--- src/hw/rtl/dogx_pkg.sv ---
`default_nettype none

package dogx_pkg;

    localparam int MAX_WIDTH   = 1024;
    localparam int MAX_HEIGHT  = 4096;
    localparam int SAMPLE_BITS = 16;
    localparam int COL_BITS    = $clog2(MAX_WIDTH);
    localparam int ROW_BITS    = $clog2(MAX_HEIGHT);
    localparam int WREG_BITS   = 11;
    localparam int HREG_BITS   = 13;
    localparam int CFG_BITS    = 13;
    localparam int SCALE_COUNT = 3;

    // register indexes
    localparam logic CFG_IMAGE_WIDTH  = 1'b0;
    localparam logic CFG_IMAGE_HEIGHT = 1'b1;

    localparam logic [WREG_BITS-1:0] WIDTH_RESET  = WREG_BITS'(640);
    localparam logic [HREG_BITS-1:0] HEIGHT_RESET = HREG_BITS'(480);

    typedef logic signed [SAMPLE_BITS-1:0] sample_t;

    // index 0 = finer scale, 1 = scale under test, 2 = coarser scale
    typedef sample_t [SCALE_COUNT-1:0] scale_trio_t;

    typedef struct packed {
        logic    frame_start;
        sample_t dog_below;
        sample_t dog_center;
        sample_t dog_above;
    } pixel_in_t;

    typedef struct packed {
        logic        is_keypoint;
        logic [9:0]  center_x;
        logic [11:0] center_y;
        logic        frame_last;
    } result_t;

    // which window rows/columns lie inside the interior of the frame
    typedef struct packed {
        logic row_top_ok;
        logic row_bot_ok;
        logic col_left_ok;
        logic col_right_ok;
    } nbr_mask_t;

endpackage

`default_nettype wire

--- src/hw/rtl/dogx_window.sv ---
`default_nettype none

module dogx_window (
    input  wire                    clk,
    input  wire                    rst_n,
    input  wire                    shift_en,
    input  dogx_pkg::scale_trio_t  col_upper,
    input  dogx_pkg::scale_trio_t  col_middle,
    input  dogx_pkg::scale_trio_t  col_new,
    input  dogx_pkg::nbr_mask_t    mask,
    output logic                   is_keypoint
);
    import dogx_pkg::*;

    sample_t    win_reg  [3][3][3];
    sample_t    win_next [3][3][3];
    logic [2:0] row_ok;
    logic [2:0] col_ok;
    sample_t    ctr;
    logic       key;

    always_comb
    begin
        for (int s = 0; s < 3; s++)
        begin
            for (int r = 0; r < 3; r++)
            begin
                win_next[s][r][0] = win_reg[s][r][1];
                win_next[s][r][1] = win_reg[s][r][2];
            end
            win_next[s][0][2] = sample_t'(col_upper[s]);
            win_next[s][1][2] = sample_t'(col_middle[s]);
            win_next[s][2][2] = sample_t'(col_new[s]);
        end
    end

    assign row_ok = {mask.row_bot_ok, 1'b1, mask.row_top_ok};
    assign col_ok = {mask.col_right_ok, 1'b1, mask.col_left_ok};
    assign ctr    = win_next[1][1][1];

    // strict max (ctr > 0) or min (ctr < 0) of interior neighbors; zero fails
    always_comb
    begin
        key = (ctr != '0);
        for (int s = 0; s < 3; s++)
        begin
            for (int r = 0; r < 3; r++)
            begin
                for (int c = 0; c < 3; c++)
                begin
                    if (row_ok[r] && col_ok[c] && !(s == 1 && r == 1 && c == 1))
                    begin
                        if ((!ctr[SAMPLE_BITS-1] && (ctr <= win_next[s][r][c])) ||
                            (ctr[SAMPLE_BITS-1] && (ctr >= win_next[s][r][c])))
                            key = 1'b0;
                    end
                end
            end
        end
    end

    assign is_keypoint = key;

    always_ff @(posedge clk or negedge rst_n)
    begin
        if (!rst_n)
        begin
            for (int s = 0; s < 3; s++)
                for (int r = 0; r < 3; r++)
                    for (int c = 0; c < 3; c++)
                        win_reg[s][r][c] <= '0;
        end
        else if (shift_en)
        begin
            for (int s = 0; s < 3; s++)
                for (int r = 0; r < 3; r++)
                    for (int c = 0; c < 3; c++)
                        win_reg[s][r][c] <= win_next[s][r][c];
        end
    end

endmodule

`default_nettype wire

--- config.mk ---
export PLATFORM = sky130hd
export DESIGN_NAME = dogx_window
export DESIGN_NICKNAME = d
export VERILOG_FILES = /design/src/hw/rtl/dogx_pkg.sv /design/src/hw/rtl/dogx_window.sv
export SDC_FILE = /design/constraint.sdc
export NUM_CORES = 1
export LEC_CHECK = 0
export BUFFER_PORTS_ARGS = -buffer_cell sky130_fd_sc_hd__buf_2
export CAP_MARGIN = 20
export CORE_MARGIN = 4
export CORE_UTILIZATION = 40
export CTS_CLUSTER_DIAMETER = 100
export DETAILED_ROUTE_END_ITERATION = 7
export GPL_ROUTABILITY_DRIVEN = 0
export SYNTH_ARGS = -nofsm -noshare
export SYNTH_HDL_FRONTEND = slang
export SYNTH_SLANG_ARGS = --single-unit
--- constraint.sdc ---
create_clock -name clk -period 4.36 [get_ports clk]
set_clock_uncertainty 0.15 [all_clocks]
set_input_delay 0.654 -clock clk [delete_from_list [all_inputs] [get_ports clk]]
set_output_delay 0.654 -clock clk [all_outputs]
set_load 0.01 [all_outputs]
==> key figures, run 1 <==
Status
  – Status: finished with violations
  – Violated checks: hold timing, setup timing

STA
  – Final hold vios: 5
  – Final setup margin: -0.2925 ns
  – Max Slew Vio Count: 0
  – Final setup fails: 1
  – Fin Hold WS: -0.03601 ns
  – Fmax achieved: approximately 0.21 GHz
  – Crit share post-route: 106.7%
  – Final Critical Period: 4.652 ns
  – Slew headroom: between 30% and 40%
  – RSZ-0062 raised after global routing: true
  – Worst-Margin Slew: roughly 1.0 ns
  – Sum Neg Setup Slack: -0.2925 ns

Layout
  – Layout cells sized above 1: between 10% and 20%
  – Final cell count without fillers: about 3,400
  – Final instance area: between 0.02 and 0.03 mm2
  – Final nets: 3,220
  – Layout overhead on the synthesized area: 19.83%
  – Finished Core Util: 48.81%

Power
  – Sw Ratio: 34.14%
  – Clock power share: 33.0%
  – Net Switching: 3.047 mW
  – Internal power: about 5.9 mW
  – Peak supply drop: 0.2184 mV
  – Power Density: 352.9 mW/mm2
  – P_leak: 12.83 nW
  – Logic pwr share: about a third
  – Sequential share of power: 34.6%

Worst setup path
  – Arr. time, crit path: 3.85 ns
  – Largest fanout on the critical path: 7
  – CP startpoint kind: flop
  – Reg2reg end: win_next[239]$_DFFE_PN0P_
  – FF-to-FF Start: ctr[15]$_DFFE_PN0P_
  – R2R setup slack: 2.95 ns
  – Cell count of the worst reg-to-reg path: 4
  – Crit Path Class: reg -> out
  – Capturing element type of the critical path: output port
  – Required @ worst endpoint: 3.56 ns

Synthesis
  – Synth top cells by count: ha_1, inv_1, nand2_1, dfrtp_1, o21ai_0
  – Syn Area/Cell: 8.708 um2
  – Synth Area in Simple Gates: 13.41%
  – Synth top area share: 34.14%
  – Synth Area in Compound Gates: 17.17%
  – Synth Instances: 2,424
  – Ys Warns: 0
  – Netlist cell types: 71
  – Synth area leader: dfrtp_1
  – XOR/XNOR Fraction of Synth Area: 0.4149%
  – Synth async-reset ratio: 100.0%
  – Top-count cell post-synth: ha_1
  – Syn nets: ~3,000
  – Register bit total from synthesis: roughly 290
  – Syn Std Cell Area: 0.02111 mm2
  – Mux contribution to synthesized area: 1.849%
  – Top FF cell, synth: dfrtp_1
  – Adder-Cell Fraction of Synth Area: 24.66%
  – Post-synth EDFFs: 0
  – Main combinational cell family by area after synthesis: adder cells
  – Seq/Total Area, Yosys: approximately a third
  – Synth area leaders: dfrtp_1, ha_1, inv_1, o21ai_0, nand2_1

CTS
  – Clock tree buffer depth: 3
  – # clock sinks: 288
  – H-tree levels: 2
  – Hold_buf cts: 0
  – TritonCTS clock tree: done
  – Num CTS Buffers: 36
  – CTS root buf: clkbuf_16
  – Skew-Pair Late Insertion Delay: 0.55 ns
  – Clock Pin Slew Worst Setup and Hold Paths: approximately 0.06 ns

Detailed routing
  – DR iter-0 viols: 1,411
  – Vias per Instance: 5.542
  – DR DRC count: 0
  – ANT nets after route: 0
  – WL/cell: 20.12 um
  – 1st-pass router iterations: 6
  – Routed WL: 67,590 um
  – Via Count: 18,620

Placed design
  – IO buf count: 151
  – DP HPWL: 48,780 um
  – DP Cell Count: 3,269
  – Dpl ws: 0.09839 ns
  – Placed standard-cell area: about 0.023 mm2

Job
  – # Max-Cap Violations: 0

GRT
  – First-pass GRT wire length: 102,900 um
  – Global route overflow: 0
  – Vias in the first global route: 18,440
  – Total GRT Usage: 23.16%
  – Initial antenna violation count: 5
  – Largest net degree at the start of global routing: 116

Die
  – Initial core utilization: 40.73%
  – Die Y: 237.7 um
  – Io pins: 152
  – CORE AREA: approximately 0.052 mm2
  – Die X: 237.7 um
  – DIE AREA: 0.05651 mm2
  – Cell Rows: 83

Min path
  – Worst hold path type: in -> async
==> metal layers <==
| metal | up-vias | part of all wire (%) | track usage [%] |
|---|---|---|---|
| li1 | 8921 | - | - |
| met1 | 8984 | 44 | 31.47 |
| met2 | 577 | 46 | 38.49 |
| met3 | 126 | 6.7 | 3.829 |
| met4 | 8 | 3.0 | 6.139 |
| met5 | - | 0.055 | 0 |
==> worst max path at each step <==
stage | to | startpoint | cells past startpoint | slack [ns]
floorplan | is_keypoint | ctr[10]$_DFFE_PN0P_ | 9 | 0.60
global placement | is_keypoint | col_upper[33] | 13 | 0.16
detailed placement | is_keypoint | ctr[15]$_DFFE_PN0P_ | 11 | 0.1
CTS | is_keypoint | ctr[15]$_DFFE_PN0P_ | 11 | -0.22
global route | is_keypoint | ctr[15]$_DFFE_PN0P_ | 12 | -0.37
finish | is_keypoint | ctr[15]$_DFFE_PN0P_ | 11 | -0.29
==> power by group through the flow <==
stage	Sequential, mW	Clock [mW]	Combinational (mW)
global placement	3.12	0	2.53
floorplan	3.16	0	1.60
detailed placement	3.13	0	2.62
finish	3.09	2.95	2.90
CTS	3.08	3.01	2.76
global route	3.11	3.12	3.25
==> registers in the layout, indices dropped and copies added (netlist names) <==
signal,cells
ctr,16
win_next,272
==> area by class of cell <==
| type | count | area (um2) |
|---|---|---|
| clock buffers | 55 | 1104 |
| inverters | 406 | 1524 |
| flip-flops and latches | 288 | 7216 |
| diodes | 1 | 2.502 |
| well taps | 680 | 850.8 |
| clock inverters | 8 | 42.54 |
| multi-input cells | 1667 | 12640 |
| fillers | 4850 | 26530 |
| repair buffers | 254 | 1914 |
==> metrics by stage <==
stage	hold WS, ns	power [mW]
finish	-0.03601	8.927
global route	0.09161	9.480
CTS	0.08022	8.855
detailed placement	0.3135	5.751
global placement	0.3102	5.649
floorplan	0.2084	4.757
==> critical path, cell delays in order (launching register included) <==
cell	delay, ns
dfrtp_2	0.50
buf_12	0.19
ha_4	0.29
nand4_1	0.14
or4_4	0.58
a21oi_2	0.13
a211oi_1	0.08
mux2i_2	0.35
and4b_1	0.25
o32ai_1	0.12
nor4_4	0.45
buf_2	0.21
==> placed cells by master (no fill, tap or decap), drive strengths merged, types with 32 or more instances in the layout <==
cell    count
a21o       51
a21oi     152
buf       250
clkbuf     57
dfrtp     288
ha        416
inv       406
mux2       32
nand2     325
nand4      89
o21ai     288
==> cell families (layout without fill, tap and decap cells) <==
logic type / Yosys count / after routing
flops: 288 / 288
other cells: 0 / 1
fa+ha+maj: 416 / 416
xor+xnor: 10 / 10
simple gates: 586 / 586
compound gates: 620 / 620
buf+inv: 469 / 723
mux: 35 / 35
==> timing repair <==
item | in CTS | in global routing
endpoints found under the hold margin | 0 | 0
cloned | 4 | 2
pin swaps | 11 | 40
resized for setup | 38 | 58
setup endpoints to repair | 1 | 1
setup buffers | 9 | 12
(Power assumes the default switching activity.)
==> run 2, diff against run 1 <==
--- a/config.mk
+++ b/config.mk
@@ -10,6 +10,7 @@
 export CORE_MARGIN = 4
 export CORE_UTILIZATION = 40
 export CTS_CLUSTER_DIAMETER = 100
+export CTS_CLUSTER_SIZE = 16
 export DETAILED_ROUTE_END_ITERATION = 7
 export GPL_ROUTABILITY_DRIVEN = 0
 export SYNTH_ARGS = -nofsm -noshare
==> constraint.sdc (replaced) <==
create_clock -name clk -period 6 [get_ports clk]
set_clock_uncertainty 0.15 [all_clocks]
set_input_delay 0.9 -clock clk [delete_from_list [all_inputs] [get_ports clk]]
set_output_delay 0.9 -clock clk [all_outputs]
set_load 0.01 [all_outputs]
==> key figures, run 2 (synthesis gave the netlist of run 1 again) <==
Placed design
  – DP HPWL: 47,260 um (was 48,780 um)
  – IO buf count: 151 (unchanged)
  – Placed standard-cell area: 0.02287 mm2 (was 0.02329 mm2)

Die
  – Io pins: 152 (unchanged)
  – Die Y: 237.7 um (unchanged)
  – Die X: 237.7 um (unchanged)
  – Cell Rows: 83 (unchanged)
  – CORE AREA: 0.05182 mm2 (unchanged)
  – Initial core utilization: 40.73% (unchanged)
  – DIE AREA: 0.05651 mm2 (unchanged)

STA
  – RSZ-0062 raised after global routing: false (was true)
  – Max Slew Vio Count: 0 (unchanged)
  – Worst-Margin Slew: 0.9789 ns (was 1.045 ns)
  – Final hold vios: 0 (was 5)
  – Fmax achieved: 0.1802 GHz
  – Sum Neg Setup Slack: 0 ns (was -0.2925 ns)
  – Final setup fails: 0 (was 1)
  – Final Critical Period: 5.550 ns
  – Crit share post-route: between 90% and 100%
  – Slew headroom: 34.14% (was 30.32%)

CTS
  – Hold_buf cts: 0 (unchanged)
  – Post CTS Setup Buffer Count: 0 (was 9)
  – Clock Pin Slew Worst Setup and Hold Paths: 0.09 ns (was 0.06 ns)
  – CTS root buf: clkbuf_16 (unchanged)
  – Post_cts resized: 0 (was 38)
  – TritonCTS clock tree: done (unchanged)
  – # clock sinks: 288 (unchanged)
  – Num CTS Buffers: 22 (was 36)
  – H-tree levels: 1 (was 2)
  – Clock tree buffer depth: 3 (unchanged)
  – Skew-Pair Late Insertion Delay: 0.56 ns (was 0.55 ns)

Detailed routing
  – WL/cell: 19.34 um (was 20.12 um)
  – ANT nets after route: 0 (unchanged)
  – Via Count: 17,500 (was 18,620)
  – DR iter-0 viols: 1,270 (was 1,411)
  – DR DRC count: 0 (unchanged)
  – Routed WL: 62,950 um (was 67,590 um)
  – Vias per Instance: 5.378 (was 5.542)
  – 1st-pass router iterations: 5 (was 6)

Worst setup path
  – Crit-path cells: buf_4 > ha_1 > a21oi_1 > o21a_1 > nor3_1 > o41ai_1 > a21boi_2 > a311o_1 > o2111ai_1 > nor4_2 > buf_2 (was buf_12 > ha_4 > nand4_1 > or4_4 > a21oi_2 > a211oi_1 > mux2i_2 > and4b_1 > o32ai_1 > nor4_4 > buf_2)
  – Top delay family on crit path: compound AO/OA/AOI/OAI gates (was simple AND/OR/NAND/NOR gates)
  – FF-to-FF Start: ctr[7]$_DFFE_PN0P_ (was ctr[15]$_DFFE_PN0P_)
  – R2R setup slack: 4.23 ns (was 2.95 ns)
  – Required @ worst endpoint: 4.95 ns (was 3.56 ns)
  – Crit Path Class: reg -> out (unchanged)
  – Cell count of the worst reg-to-reg path: 3 (was 4)
  – CP max stage delay: 1.00 ns (was 0.58 ns)
  – Reg2reg end: win_next[231]$_DFFE_PN0P_ (was win_next[239]$_DFFE_PN0P_)
  – Capturing element type of the critical path: output port (unchanged)
  – CP startpoint kind: flop (unchanged)
  – Largest fanout on the critical path: 18 (was 7)
  – Arr. time, crit path: 4.50 ns (was 3.85 ns)
  – Slowest CP cell: dfrtp_1 (was or4_4)
  – CP Buf/Inv Count: 2 (unchanged)

Power
  – P_leak: 12.08 nW (was 12.83 nW)
  – Power Density: 237.4 mW/mm2 (was 352.9 mW/mm2)
  – Peak supply drop: 0.2110 mV (was 0.2184 mV)

Layout
  – Layout cells sized above 1: 9.786% (was 15.87%)
  – Final nets: 3,139 (was 3,220)
  – Commonest cells after routing, fill and taps aside: ha_1, inv_1, nand2_1 (was inv_1, ha_1, nand2_1)
  – Max reg flops: 272 (unchanged)
  – Antenna diodes: 0 (was 1)
  – Commonest non-fill, non-tap cell in the layout: ha_1 (was inv_1)
  – Final instance area: 0.02350 mm2 (was 0.02529 mm2)
  – Layout overhead on the synthesized area: 11.32% (was 19.83%)

GRT
  – Total GRT Usage: 22.02% (was 23.16%)
  – Initial antenna violation count: 0 (was 5)
  – Largest net degree at the start of global routing: 140 (was 116)
  – Global route overflow: 0 (unchanged)
  – Vias in the first global route: 17,800 (was 18,440)
  – First-pass GRT wire length: 99,260 um (was 102,900 um)

Min path
  – Worst hold path type: in -> async (unchanged)

Job
  – # Max-Cap Violations: 0 (unchanged)

Status
  – Status: complete, no violations (was finished with violations)
run 2: changes by cell type in the layout (fill, tap and decap cells not counted), moves of 10 or more:
cell       delta
buf_12       -11
a21oi_2      -10
clkbuf_16    -16
a21oi_1      +10
clkbuf_8     -11
buf_4        -46
ha_4         -15
ha_1         +15
run 2: layout make-up:
type	instances	area, um2
clock inverter	2	46.29
timing repair buffer	187	1146
multi-input combinational	1667	12140
tap	680	850.8
clock buffer	25	583.1
fill	5040	28320
inverter	406	1524
sequential	288	7208
run 2: worst max path at each step:
stage               slack [ns]                start           to  depth (start not counted)
floorplan                 1.99  ctr[10]$_DFFE_PN0P_  is_keypoint                          9
global placement          1.10   ctr[7]$_DFFE_PN0P_  is_keypoint                         11
detailed placement        1.13   ctr[7]$_DFFE_PN0P_  is_keypoint                         11
CTS                       0.48   ctr[7]$_DFFE_PN0P_  is_keypoint                         11
global route              0.18   ctr[7]$_DFFE_PN0P_  is_keypoint                         11
finish                    0.45   ctr[7]$_DFFE_PN0P_  is_keypoint                         11
run 2: power breakdown:
part | switching, mW | leakage [nW] | total [mW] | internal, mW
logic | 1.12 | 8.26 | 1.84 | 0.724
registers | 0.118 | 3.52 | 2.26 | 2.14
clock network | 0.745 | 0.307 | 1.48 | 0.731
total | 1.98 | 12.1 | 5.58 | 3.59
run 2: stage by stage:
step	utilization [%]	setup slack, ns	instances	hold slack [ns]	power [mW]
after floorplan	-	1.990	2424	0.2998	3.457
after global placement	44.13	1.096	3228	0.3113	4.053
after detailed placement	44.13	1.126	3228	0.3117	4.120
after CTS	45.34	0.4819	3255	0.3135	5.625
after global routing	45.34	0.1767	3255	0.3356	5.987
final	45.34	0.4497	3255	0.2575	5.578
run 2: routing by layer:
metal / global-route usage (%) / vias up / routed length (um)
met2: 35.19 / 347 / 28010
met4: 7.272 / 0 / 2268
met3: 3.005 / 85 / 3211
met1: 30.91 / 8331 / 29460
li1: - / 8741 / -
met5: 0 / - / 0
run 2: worst reg2reg max path, cell delays in order (launching register included):
cell	delay (ns)
dfrtp_1	1.00
buf_4	0.37
nand2_1	0.07
o21ai_0	0.09
